File: src/sv/bbs_pkg.sv
// Shared types and constants for the bidirectional bias sweep sequencer.
`timescale 1ns / 1ps

package bbs_pkg;

  localparam int WARMUP_READS = 5;
  localparam int MAX_AVERAGE  = 32;

  localparam int CFG_W   = 16;
  localparam int AVGR_W  = 8;
  localparam int CUR_W   = 32;
  localparam int TS_W    = 32;
  localparam int OUTL_W  = 17;
  localparam int LVL_W   = 18;
  localparam int CALC_W  = 19;
  localparam int WARM_W  = 3;
  localparam int AVG_W   = $clog2(MAX_AVERAGE + 1);
  localparam int SUM_W   = CUR_W + $clog2(MAX_AVERAGE);
  localparam int DCNT_W  = $clog2(SUM_W + 1);
  localparam int IDX_W   = 2;

  typedef enum logic [1:0] {
    OP_START = 2'd0,
    OP_STOP  = 2'd1,
    OP_READ  = 2'd2
  } op_t;

  typedef enum logic [IDX_W-1:0] {
    REG_START = 2'd0,
    REG_STOP  = 2'd1,
    REG_STEP  = 2'd2,
    REG_AVG   = 2'd3
  } reg_idx_t;

  typedef enum logic [1:0] {
    LS_START = 2'd0,
    LS_FWD   = 2'd1,
    LS_TURN  = 2'd2,
    LS_REV   = 2'd3
  } lvl_sel_t;

  localparam logic KIND_CMD = 1'b0;
  localparam logic KIND_REC = 1'b1;

  typedef struct packed {
    logic     start_sweep;
    logic     warm_inc;
    logic     warm_done;
    logic     accum;
    logic     div_start;
    logic     next_load;
    lvl_sel_t lvl_sel;
    logic     load_rec;
    logic     rec_last;
    logic     load_cmd;
  } ctl_cmd_t;

  typedef struct packed {
    logic fwd_go;
    logic rev_go;
    logic ends_differ;
    logic warm_last;
    logic point_full;
    logic div_busy;
    logic out_free;
  } dp_sts_t;

endpackage

File: src/sv/bbs_div.sv
// Restoring divider that produces one quotient bit per cycle for the point mean.
`timescale 1ns / 1ps

module bbs_div (
  input  logic                          clk,
  input  logic                          rst_n,
  input  logic                          start,
  input  logic [bbs_pkg::SUM_W-1:0]     dividend_mag,
  input  logic                          negative,
  input  logic [bbs_pkg::AVG_W-1:0]     divisor,
  output logic                          busy,
  output logic signed [bbs_pkg::CUR_W-1:0] quotient
);

  logic                          busy_r;
  logic [bbs_pkg::DCNT_W-1:0]    cnt_r;
  logic [bbs_pkg::SUM_W-1:0]     quo_r;
  logic [bbs_pkg::AVG_W-1:0]     rem_r;
  logic [bbs_pkg::AVG_W-1:0]     div_r;
  logic                          neg_r;
  logic [bbs_pkg::AVG_W:0]       rem_sh;
  logic                          ge;
  logic [bbs_pkg::AVG_W:0]       rem_sub;
  logic [bbs_pkg::SUM_W-1:0]     quo_signed;

  assign rem_sh  = {rem_r, quo_r[bbs_pkg::SUM_W-1]};
  assign ge      = rem_sh >= {1'b0, div_r};
  assign rem_sub = rem_sh - {1'b0, div_r};

  always_ff @(posedge clk) begin
    if (!rst_n) begin
      busy_r <= 1'b0;
      cnt_r  <= '0;
    end else if (start) begin
      busy_r <= 1'b1;
      cnt_r  <= bbs_pkg::DCNT_W'(bbs_pkg::SUM_W);
    end else if (busy_r) begin
      cnt_r <= cnt_r - 1'b1;
      if (cnt_r == bbs_pkg::DCNT_W'(1)) begin
        busy_r <= 1'b0;
      end
    end
  end

  always_ff @(posedge clk) begin
    if (start) begin
      quo_r <= dividend_mag;
      rem_r <= '0;
      div_r <= divisor;
      neg_r <= negative;
    end else if (busy_r) begin
      quo_r <= {quo_r[bbs_pkg::SUM_W-2:0], ge};
      rem_r <= ge ? rem_sub[bbs_pkg::AVG_W-1:0] : rem_sh[bbs_pkg::AVG_W-1:0];
    end
  end

  // Truncation toward zero falls out of dividing the magnitude and restoring the sign.
  assign quo_signed = neg_r ? (~quo_r + 1'b1) : quo_r;
  assign quotient   = quo_signed[bbs_pkg::CUR_W-1:0];
  assign busy       = busy_r;

endmodule

File: src/sv/bbs_datapath.sv
// Datapath: settings, level stepping, point accumulation, divider and output register.
`timescale 1ns / 1ps

module bbs_datapath (
  input  logic                              clk,
  input  logic                              rst_n,
  input  logic                              cfg_we,
  input  logic [bbs_pkg::IDX_W-1:0]         cfg_index,
  input  logic [bbs_pkg::CFG_W-1:0]         cfg_wdata,
  input  logic signed [bbs_pkg::CUR_W-1:0]  in_current_na,
  input  logic [bbs_pkg::TS_W-1:0]          in_timestamp_ms,
  input  bbs_pkg::ctl_cmd_t                 cmd,
  output bbs_pkg::dp_sts_t                  sts,
  output logic                              out_valid,
  input  logic                              out_ready,
  output logic                              out_kind,
  output logic signed [bbs_pkg::OUTL_W-1:0] out_level_mv,
  output logic signed [bbs_pkg::CUR_W-1:0]  out_mean_current_na,
  output logic [bbs_pkg::TS_W-1:0]          out_elapsed_ms,
  output logic                              out_last
);

  logic signed [bbs_pkg::CFG_W-1:0]  start_cfg_r;
  logic signed [bbs_pkg::CFG_W-1:0]  stop_cfg_r;
  logic signed [bbs_pkg::CFG_W-1:0]  step_cfg_r;
  logic [bbs_pkg::AVGR_W-1:0]        avg_cfg_r;

  logic signed [bbs_pkg::CFG_W-1:0]  from_r;
  logic signed [bbs_pkg::CFG_W-1:0]  to_r;
  logic [bbs_pkg::CFG_W-1:0]         step_r;
  logic [bbs_pkg::AVG_W-1:0]         avg_r;
  logic signed [bbs_pkg::LVL_W-1:0]  present_r;
  logic signed [bbs_pkg::LVL_W-1:0]  next_r;
  logic signed [bbs_pkg::SUM_W-1:0]  sum_r;
  logic [bbs_pkg::AVG_W-1:0]         cnt_r;
  logic [bbs_pkg::WARM_W-1:0]        warm_r;
  logic [bbs_pkg::TS_W-1:0]          t0_r;
  logic [bbs_pkg::TS_W-1:0]          elapsed_r;

  logic                              out_valid_r;
  logic                              out_kind_r;
  logic signed [bbs_pkg::OUTL_W-1:0] out_level_r;
  logic signed [bbs_pkg::CUR_W-1:0]  out_mean_r;
  logic [bbs_pkg::TS_W-1:0]          out_elapsed_r;
  logic                              out_last_r;

  logic [bbs_pkg::CFG_W-1:0]         step_clean;
  logic [bbs_pkg::AVG_W-1:0]         avg_clean;
  logic signed [bbs_pkg::CALC_W-1:0] p_ext, s_ext, f_ext, t_ext;
  logic signed [bbs_pkg::CALC_W-1:0] fwd_next, turn_lvl, rev_next, sel_lvl;
  logic                              fwd_up, rev_up;
  logic [bbs_pkg::SUM_W-1:0]         sum_mag;
  logic signed [bbs_pkg::CUR_W-1:0]  div_quo;
  logic                              div_busy;

  // Settings cleanup at start: zero step becomes one, sign dropped; average clamped.
  always_comb begin
    if (step_cfg_r == '0) begin
      step_clean = bbs_pkg::CFG_W'(1);
    end else if (step_cfg_r[bbs_pkg::CFG_W-1]) begin
      step_clean = ~step_cfg_r + 1'b1;
    end else begin
      step_clean = step_cfg_r;
    end
    if (avg_cfg_r == '0) begin
      avg_clean = bbs_pkg::AVG_W'(1);
    end else if (avg_cfg_r > bbs_pkg::AVGR_W'(bbs_pkg::MAX_AVERAGE)) begin
      avg_clean = bbs_pkg::AVG_W'(bbs_pkg::MAX_AVERAGE);
    end else begin
      avg_clean = avg_cfg_r[bbs_pkg::AVG_W-1:0];
    end
  end

  assign p_ext = bbs_pkg::CALC_W'(present_r);
  assign s_ext = signed'({{(bbs_pkg::CALC_W-bbs_pkg::CFG_W){1'b0}}, step_r});
  assign f_ext = bbs_pkg::CALC_W'(from_r);
  assign t_ext = bbs_pkg::CALC_W'(to_r);

  assign fwd_up   = to_r >= from_r;
  assign fwd_next = fwd_up ? (p_ext + s_ext) : (p_ext - s_ext);
  assign turn_lvl = (from_r < to_r) ? (t_ext - s_ext) : (t_ext + s_ext);
  assign rev_up   = f_ext >= p_ext;
  assign rev_next = rev_up ? (p_ext + s_ext) : (p_ext - s_ext);

  always_comb begin
    case (cmd.lvl_sel)
      bbs_pkg::LS_FWD:  sel_lvl = fwd_next;
      bbs_pkg::LS_TURN: sel_lvl = turn_lvl;
      bbs_pkg::LS_REV:  sel_lvl = rev_next;
      default:          sel_lvl = f_ext;
    endcase
  end

  assign sum_mag = sum_r[bbs_pkg::SUM_W-1] ? (~sum_r + 1'b1) : sum_r;

  bbs_div u_div (
    .clk          (clk),
    .rst_n        (rst_n),
    .start        (cmd.div_start),
    .dividend_mag (sum_mag),
    .negative     (sum_r[bbs_pkg::SUM_W-1]),
    .divisor      (avg_r),
    .busy         (div_busy),
    .quotient     (div_quo)
  );

  always_ff @(posedge clk) begin
    if (!rst_n) begin
      start_cfg_r <= '0;
      stop_cfg_r  <= '0;
      step_cfg_r  <= bbs_pkg::CFG_W'(1);
      avg_cfg_r   <= bbs_pkg::AVGR_W'(1);
    end else if (cfg_we) begin
      case (cfg_index)
        bbs_pkg::REG_START: start_cfg_r <= cfg_wdata;
        bbs_pkg::REG_STOP:  stop_cfg_r  <= cfg_wdata;
        bbs_pkg::REG_STEP:  step_cfg_r  <= cfg_wdata;
        bbs_pkg::REG_AVG:   avg_cfg_r   <= cfg_wdata[bbs_pkg::AVGR_W-1:0];
        default: ;
      endcase
    end
  end

  always_ff @(posedge clk) begin
    if (!rst_n) begin
      from_r    <= '0;
      to_r      <= '0;
      step_r    <= bbs_pkg::CFG_W'(1);
      avg_r     <= bbs_pkg::AVG_W'(1);
      present_r <= '0;
      next_r    <= '0;
      sum_r     <= '0;
      cnt_r     <= '0;
      warm_r    <= '0;
      t0_r      <= '0;
      elapsed_r <= '0;
    end else begin
      if (cmd.start_sweep) begin
        from_r    <= start_cfg_r;
        to_r      <= stop_cfg_r;
        step_r    <= step_clean;
        avg_r     <= avg_clean;
        present_r <= bbs_pkg::LVL_W'(start_cfg_r);
        next_r    <= bbs_pkg::LVL_W'(start_cfg_r);
        warm_r    <= '0;
        if (bbs_pkg::WARMUP_READS == 0) begin
          t0_r <= in_timestamp_ms;
        end
      end
      if (cmd.warm_inc) begin
        warm_r <= warm_r + 1'b1;
      end
      if (cmd.warm_done) begin
        t0_r <= in_timestamp_ms;
      end
      if (cmd.start_sweep || cmd.warm_done || cmd.div_start) begin
        sum_r <= '0;
        cnt_r <= '0;
      end else if (cmd.accum) begin
        sum_r     <= sum_r + bbs_pkg::SUM_W'(in_current_na);
        cnt_r     <= cnt_r + 1'b1;
        elapsed_r <= in_timestamp_ms - t0_r;
      end
      if (cmd.next_load) begin
        next_r <= sel_lvl[bbs_pkg::LVL_W-1:0];
      end
      if (cmd.load_cmd) begin
        present_r <= next_r;
      end
    end
  end

  always_ff @(posedge clk) begin
    if (!rst_n) begin
      out_valid_r <= 1'b0;
    end else if (cmd.load_rec || cmd.load_cmd) begin
      out_valid_r <= 1'b1;
    end else if (out_ready) begin
      out_valid_r <= 1'b0;
    end
  end

  always_ff @(posedge clk) begin
    if (cmd.load_rec) begin
      out_kind_r    <= bbs_pkg::KIND_REC;
      out_level_r   <= present_r[bbs_pkg::OUTL_W-1:0];
      out_mean_r    <= div_quo;
      out_elapsed_r <= elapsed_r;
      out_last_r    <= cmd.rec_last;
    end else if (cmd.load_cmd) begin
      out_kind_r    <= bbs_pkg::KIND_CMD;
      out_level_r   <= next_r[bbs_pkg::OUTL_W-1:0];
      out_mean_r    <= '0;
      out_elapsed_r <= '0;
      out_last_r    <= 1'b1;
    end
  end

  assign sts.fwd_go      = fwd_up ? (fwd_next <= t_ext) : (fwd_next >= t_ext);
  assign sts.rev_go      = rev_up ? (rev_next <= f_ext) : (rev_next >= f_ext);
  assign sts.ends_differ = to_r != from_r;
  assign sts.warm_last   = ({1'b0, warm_r} + 1'b1) >= (bbs_pkg::WARM_W + 1)'(bbs_pkg::WARMUP_READS);
  assign sts.point_full  = ({1'b0, cnt_r} + 1'b1) >= {1'b0, avg_r};
  assign sts.div_busy    = div_busy;
  assign sts.out_free    = !out_valid_r || out_ready;

  assign out_valid           = out_valid_r;
  assign out_kind            = out_kind_r;
  assign out_level_mv        = out_level_r;
  assign out_mean_current_na = out_mean_r;
  assign out_elapsed_ms      = out_elapsed_r;
  assign out_last            = out_last_r;

endmodule

File: src/sv/bbs_ctrl.sv
// Controller: sweep phase and the sequencing of one input transfer through the datapath.
`timescale 1ns / 1ps

module bbs_ctrl (
  input  logic                clk,
  input  logic                rst_n,
  input  logic                in_valid,
  input  logic [1:0]          in_operation,
  output logic                in_ready,
  input  bbs_pkg::dp_sts_t    sts,
  output bbs_pkg::ctl_cmd_t   cmd
);

  typedef enum logic [4:0] {
    CS_READY = 5'b00001,
    CS_DLOAD = 5'b00010,
    CS_DIV   = 5'b00100,
    CS_REC   = 5'b01000,
    CS_CMD   = 5'b10000
  } ctl_state_t;

  typedef enum logic [3:0] {
    PH_IDLE    = 4'b0001,
    PH_WARMUP  = 4'b0010,
    PH_FORWARD = 4'b0100,
    PH_REVERSE = 4'b1000
  } phase_t;

  ctl_state_t state_r, state_nxt;
  phase_t     phase_r, phase_nxt;
  logic       end_r, end_nxt;
  logic       accept;

  assign in_ready = state_r == CS_READY;
  assign accept   = in_valid && in_ready;

  always_comb begin
    state_nxt = state_r;
    phase_nxt = phase_r;
    end_nxt   = end_r;
    cmd       = '0;
    case (state_r)
      CS_READY: begin
        if (accept) begin
          case (in_operation)
            bbs_pkg::OP_START: begin
              cmd.start_sweep = 1'b1;
              phase_nxt = (bbs_pkg::WARMUP_READS == 0) ? PH_FORWARD : PH_WARMUP;
              state_nxt = CS_CMD;
            end
            bbs_pkg::OP_STOP: begin
              phase_nxt = PH_IDLE;
            end
            bbs_pkg::OP_READ: begin
              case (phase_r)
                PH_WARMUP: begin
                  cmd.warm_inc = 1'b1;
                  if (sts.warm_last) begin
                    cmd.warm_done = 1'b1;
                    phase_nxt = PH_FORWARD;
                  end
                end
                PH_FORWARD, PH_REVERSE: begin
                  cmd.accum = 1'b1;
                  if (sts.point_full) begin
                    state_nxt = CS_DLOAD;
                  end
                end
                default: ;
              endcase
            end
            default: ;
          endcase
        end
      end
      CS_DLOAD: begin
        // The divider takes the finished sum here while the next level is chosen.
        cmd.div_start = 1'b1;
        cmd.next_load = 1'b1;
        end_nxt = 1'b0;
        if (phase_r == PH_FORWARD) begin
          if (sts.fwd_go) begin
            cmd.lvl_sel = bbs_pkg::LS_FWD;
          end else if (sts.ends_differ) begin
            cmd.lvl_sel = bbs_pkg::LS_TURN;
            phase_nxt = PH_REVERSE;
          end else begin
            end_nxt = 1'b1;
            phase_nxt = PH_IDLE;
          end
        end else begin
          cmd.lvl_sel = bbs_pkg::LS_REV;
          if (!sts.rev_go) begin
            end_nxt = 1'b1;
            phase_nxt = PH_IDLE;
          end
        end
        state_nxt = CS_DIV;
      end
      CS_DIV: begin
        if (!sts.div_busy) begin
          state_nxt = CS_REC;
        end
      end
      CS_REC: begin
        if (sts.out_free) begin
          cmd.load_rec = 1'b1;
          cmd.rec_last = end_r;
          state_nxt = end_r ? CS_READY : CS_CMD;
        end
      end
      CS_CMD: begin
        if (sts.out_free) begin
          cmd.load_cmd = 1'b1;
          state_nxt = CS_READY;
        end
      end
      default: state_nxt = CS_READY;
    endcase
  end

  always_ff @(posedge clk) begin
    if (!rst_n) begin
      state_r <= CS_READY;
      phase_r <= PH_IDLE;
      end_r   <= 1'b0;
    end else begin
      state_r <= state_nxt;
      phase_r <= phase_nxt;
      end_r   <= end_nxt;
    end
  end

  a_load_when_free: assert property (@(posedge clk) disable iff (!rst_n)
    (cmd.load_rec || cmd.load_cmd) |-> sts.out_free)
    else $error("output register loaded while holding an untaken transfer");

  a_div_runs: assert property (@(posedge clk) disable iff (!rst_n)
    state_r == CS_DLOAD |=> sts.div_busy)
    else $error("divider not running after launch");

  a_rec_then_cmd: assert property (@(posedge clk) disable iff (!rst_n)
    (cmd.load_rec && !cmd.rec_last) |=> state_r == CS_CMD)
    else $error("record without final flag not followed by a bias command");

endmodule

File: src/sv/bidirectional_bias_sweep_sequencer.sv
// Top level of the bidirectional staircase bias sweep sequencer.
// A start transfer goes to the command state, which loads its bias command into
// the output register once it is free. Stop transfers, warm-up readings and
// readings inside a point finish in the ready state. A point's last reading has
// its record loaded after the launch state, the divider (one quotient bit of the
// mean per cycle over SUM_W = 37 bits), a state to see the divider finish and a
// load state that waits for a free output register. Unless the record is the
// last, the next bias command is loaded as the record is taken. The output
// register holds each result until taken; input is accepted meanwhile, but not
// after a non-last record. Configuration writes take effect at the next start.
`timescale 1ns / 1ps

module bidirectional_bias_sweep_sequencer (
  input  logic                              clk,
  input  logic                              rst_n,
  input  logic                              cfg_we,
  input  logic [bbs_pkg::IDX_W-1:0]         cfg_index,
  input  logic [bbs_pkg::CFG_W-1:0]         cfg_wdata,
  input  logic                              in_valid,
  output logic                              in_ready,
  input  logic [1:0]                        in_operation,
  input  logic signed [bbs_pkg::CUR_W-1:0]  in_current_na,
  input  logic [bbs_pkg::TS_W-1:0]          in_timestamp_ms,
  output logic                              out_valid,
  input  logic                              out_ready,
  output logic                              out_kind,
  output logic signed [bbs_pkg::OUTL_W-1:0] out_level_mv,
  output logic signed [bbs_pkg::CUR_W-1:0]  out_mean_current_na,
  output logic [bbs_pkg::TS_W-1:0]          out_elapsed_ms,
  output logic                              out_last
);

  bbs_pkg::ctl_cmd_t cmd;
  bbs_pkg::dp_sts_t  sts;

  bbs_ctrl u_ctrl (
    .clk          (clk),
    .rst_n        (rst_n),
    .in_valid     (in_valid),
    .in_operation (in_operation),
    .in_ready     (in_ready),
    .sts          (sts),
    .cmd          (cmd)
  );

  bbs_datapath u_dp (
    .clk                 (clk),
    .rst_n               (rst_n),
    .cfg_we              (cfg_we),
    .cfg_index           (cfg_index),
    .cfg_wdata           (cfg_wdata),
    .in_current_na       (in_current_na),
    .in_timestamp_ms     (in_timestamp_ms),
    .cmd                 (cmd),
    .sts                 (sts),
    .out_valid           (out_valid),
    .out_ready           (out_ready),
    .out_kind            (out_kind),
    .out_level_mv        (out_level_mv),
    .out_mean_current_na (out_mean_current_na),
    .out_elapsed_ms      (out_elapsed_ms),
    .out_last            (out_last)
  );

endmodule
File: config.mk
export PLATFORM = sky130hd
export DESIGN_NAME = bidirectional_bias_sweep_sequencer
export DESIGN_NICKNAME = d
export VERILOG_FILES = /design/src/sv/bbs_pkg.sv /design/src/sv/bbs_div.sv /design/src/sv/bbs_datapath.sv /design/src/sv/bbs_ctrl.sv /design/src/sv/bidirectional_bias_sweep_sequencer.sv
export SDC_FILE = /design/constraint.sdc
export NUM_CORES = 1
export LEC_CHECK = 0
export BUFFER_PORTS_ARGS = -buffer_cell sky130_fd_sc_hd__buf_2
export CAP_MARGIN = 20
export CORE_UTILIZATION = 40
export CTS_BUF_LIST = sky130_fd_sc_hd__clkbuf_4
export DETAILED_ROUTE_END_ITERATION = 10
export GPL_ROUTABILITY_DRIVEN = 0
export PLACE_DENSITY = 0.62
export SYNTH_ARGS = -nofsm -noshare
export SYNTH_HDL_FRONTEND = slang
export SYNTH_SLANG_ARGS = --single-unit
export TNS_END_PERCENT = 100
File: constraint.sdc
create_clock -name clk -period 15.21 [get_ports clk]
set_input_delay 2.2815 -clock clk [delete_from_list [all_inputs] [get_ports clk]]
set_output_delay 2.2815 -clock clk [all_outputs]
set_load 0.02 [all_outputs]
==> summary.txt <==
Critical path
  – Arrival @ worst endpoint: 7.11 ns
  – Crit Path Category: flop to flop
  – WP data required: 15.98 ns
  – Crit-path max FO: 24
  – Crit. End Element: flop
  – Worst path cell trace: inv_1, ha_1, and4_1, nand3b_2, or2_2, a21oi_2, buf_4, mux2i_1, xnor2_1, ha_1, and4_1, nand2_1, a221o_1, a31oi_1, xnor2_4, nand2_1, nor3_2, a221oi_1, a221oi_1
  – Max incr delay on CP: 0.87 ns
  – Slowest stage cell, crit path: nor3_2
  – Largest delay share family, worst path: simple AND/OR/NAND/NOR gates
  – Worst Setup Start Kind: flop
  – Worst path bufs/invs: 2

Global routing
  – Initial antenna violation count: 5
  – GRT Overall Usage: 22.06%
  – Vias in the first global route: 20,820
  – Total gr overflow: 0
  – Largest net degree at the start of global routing: 89
  – First-pass GRT wire length: 113,300 um

Power and ir drop
  – Gate power share: 21.3%
  – PD cells: 97.25 mW/mm^2
  – Internal: 1.900 mW
  – VDD IR max: 0.00004638 V
  – Clock network power share: 35.8%
  – Leak: 11.35 nW
  – Sequential Power Share: 42.8%
  – Sw frac: 31.95%
  – Sw Pwr: 892.1 uW

Clock network
  – CTS tree: done
  – H-Tree Depth: 3
  – # hold bufs at CTS: 0
  – CTS sink count: 407
  – CTS clk-pin slew, worst paths: 0.07 ns
  – Max clock buf depth: 3
  – Cts repair resizes: 0
  – Setup bufs post-CTS: 0
  – Root Buffer: clkbuf_4
  – Total CTS buffers: 113
  – Worst-skew pair later-pin latency: 0.87 ns

Finish
  – Sequential Area: 0.009409 mm^2
  – Area growth syn-to-layout: 11.90%
  – Footprint of the multi-input gates: 0.01508 mm^2
  – Share of cells above drive strength 1: 12.84%
  – Post-layout util: 45.43%
  – Fillers: 6,345
  – Nets@finish: 3,578

Floorplanning
  – Core area: 0.06320 mm^2
  – Cell Rows: 92
  – Starting Density: 40.60%
  – # IOs: 174
  – Die span in x: 255.3 um
  – Die Footprint: 0.06516 mm^2
  – Die H: 255.3 um

Drt
  – DRC: 0
  – Initial DRC count: 1,599
  – Number of vias per cell: 5.337
  – Final WL: 72,560 um
  – First drt pass iteration count: 9
  – Antenna Violating Nets Remaining: 0
  – Post-DR wirelength/cell: 17.22 um
  – Via count: 22,480

Timing
  – Final min period: 6.339 ns
  – Max Freq: 0.1578 GHz
  – Final WS setup: 8.871 ns
  – Slew @ Worst Pin: 1.069 ns
  – Final hold vios: 0
  – Part of the cycle the worst path needs: 41.68%
  – # setup viols final: 0
  – Worst Skew: 0.07585 ns
  – Fin Setup TNS: 0 ns
  – Fin. max-slew vios: 0
  – RSZ-0062 raised after global routing: false
  – Slew headroom: 27.83%

Yosys
  – Synth top cells by count: nand2_1 (541), a21oi_1 (326), dfxtp_1 (281), nor2_1 (218), ha_1 (213)
  – Area leader, netlist: dfxtp_1
  – Synth Flop Type: dfxtp_1
  – Netlist cell types: 88
  – Seq/Total Area, Yosys: 36.67%
  – Most numerous cell in the Yosys netlist: nand2_1
  – Yosys top cell area share: 21.93%
  – Area contributors post-synth: dfxtp_1 (22%), edfxtp_1 (15%), ha_1 (10%), nand2_1 (7.9%), a21oi_1 (6.4%)
  – Total nets after synthesis: 3,414
  – Seq cells post-synth: 407
  – Post-synth EDFFs: 126
  – Post-Syn Instances: 3,106
  – Synth warn: 0
  – Asr flop ratio synth: 0%
  – Post-Syn Area: 0.02566 mm^2
  – Syn_area_per_cell: 8.260 um^2

Placement
  – DP Worst Slack: 9.048 ns
  – Dpl hpwl: 53,710 um
  – Port buffer count: 173

Status
  – Status: complete, no violations

Job
  – Maxcap violations: 0

Hold path
  – Worst hold path class: flop to flop
placed cells by master, fill, tap and decap left out, types with 16 or more instances in the layout:
master / n
nand2_1: 541
a21oi_1: 325
dfxtp_1: 281
nor2_1: 216
ha_1: 213
inv_1: 175
buf_2: 173
clkbuf_4: 162
o21ai_0: 154
edfxtp_1: 126
xnor2_1: 108
xor2_1: 96
nand3_1: 51
a31oi_1: 49
a21o_1: 42
nor3_1: 39
nand2b_1: 38
and2_1: 36
clkinv_1: 34
mux2i_1: 32
o31ai_1: 29
nand4_1: 26
a211oi_1: 26
nor2b_1: 24
buf_4: 21
o21a_1: 20
or3_1: 19
a22oi_1: 19
o41ai_1: 17
a221oi_1: 17
nor4_1: 17
or2_2: 16
o211ai_1: 16
power by group through the flow:
stage | combinational [mW] | clock (mW) | sequential [mW]
floorplan | 0.411 | 0 | 1.23
global placement | 0.583 | 0 | 1.22
detailed placement | 0.585 | 0 | 1.22
CTS | 0.588 | 1.03 | 1.20
global route | 0.655 | 1.09 | 1.20
finish | 0.595 | 1.00 | 1.20
worst paths after layout:
kind / startpoint / to / slack [ns] / cells past startpoint
worst max register to register: u_dp.from_r[15]$_SDFFE_PN0P_ / u_dp.next_r[13]$_SDFFE_PN0P_ / 8.87 / 19
worst max-delay path: u_dp.from_r[15]$_SDFFE_PN0P_ / u_dp.next_r[13]$_SDFFE_PN0P_ / 8.87 / 19
worst min-delay path: u_dp.avg_r[0]$_SDFFE_PN1P_ / u_dp.u_div.div_r[0]$_DFFE_PP_ / 0.44 / 0
worst min register to register: u_dp.avg_r[0]$_SDFFE_PN1P_ / u_dp.u_div.div_r[0]$_DFFE_PP_ / 0.44 / 0
metal layers:
metal | vias to the layer above | track usage (%) | part of all wire, % | wire [um]
met5 | - | 0 | 0.029 | 21
met4 | 4 | 8.623 | 2.8 | 2049
met3 | 127 | 3.834 | 5.4 | 3903
met2 | 575 | 34.95 | 45 | 32350
met1 | 10420 | 29.78 | 47 | 34240
li1 | 11360 | - | - | -
state kept, by name, summed over array words and instances, names as in the netlist, 3 cells and up:
name,flops
u_dp.t0_r,32
u_dp.avg_cfg_r,8
u_dp.to_r,16
u_dp.stop_cfg_r,16
u_dp.from_r,16
u_dp.step_r,16
u_dp.next_r,18
u_dp.elapsed_r,32
u_dp.present_r,18
u_ctrl.phase_r,4
u_dp.u_div.div_r,6
u_dp.out_mean_current_na,32
u_dp.u_div.cnt_r,6
u_dp.start_cfg_r,16
u_dp.step_cfg_r,16
u_dp.out_elapsed_ms,32
u_dp.cnt_r,6
u_ctrl.state_r,5
u_dp.avg_r,6
u_dp.warm_r,3
u_dp.out_level_mv,17
u_dp.u_div.rem_r,6
u_dp.sum_r,37
u_dp.u_div.quo_r,37
per-stage QoR:
step / total power, mW / hold slack [ns] / instances / instance area (um^2)
2_1_floorplan: 1.644 / 0.4064 / 3106 / 25660
3_3_place_gp: 1.802 / 0.4339 / 4000 / 27240
3_5_place_dp: 1.804 / 0.4388 / 4000 / 27240
4_1_cts: 2.818 / 0.4205 / 4210 / 28700
5_1_grt: 2.947 / 0.4308 / 4213 / 28710
6_report: 2.792 / 0.4358 / 4213 / 28710
cell type report:
| class | count | share of cell area (%) |
|---|---|---|
| sequential | 407 | 32.77 |
| tap | 846 | 3.687 |
| clock inverter | 48 | 0.8367 |
| antenna | 2 | 0.01743 |
| inverter | 178 | 2.349 |
| timing repair buffer | 195 | 3.582 |
| multi-input combinational | 2375 | 52.52 |
| clock buffer | 162 | 4.236 |
kinds of logic after synthesis:
kind of cell | after synthesis | share of synthesized area (%)
compound gates | 821 | 19.85
xor+xnor | 205 | 7.071
simple gates | 1094 | 19.29
mux | 36 | 1.424
buf+inv | 324 | 4.838
fa+ha+maj | 219 | 10.86
flops | 407 | 36.67
Power figures use the tool's default switching activity.
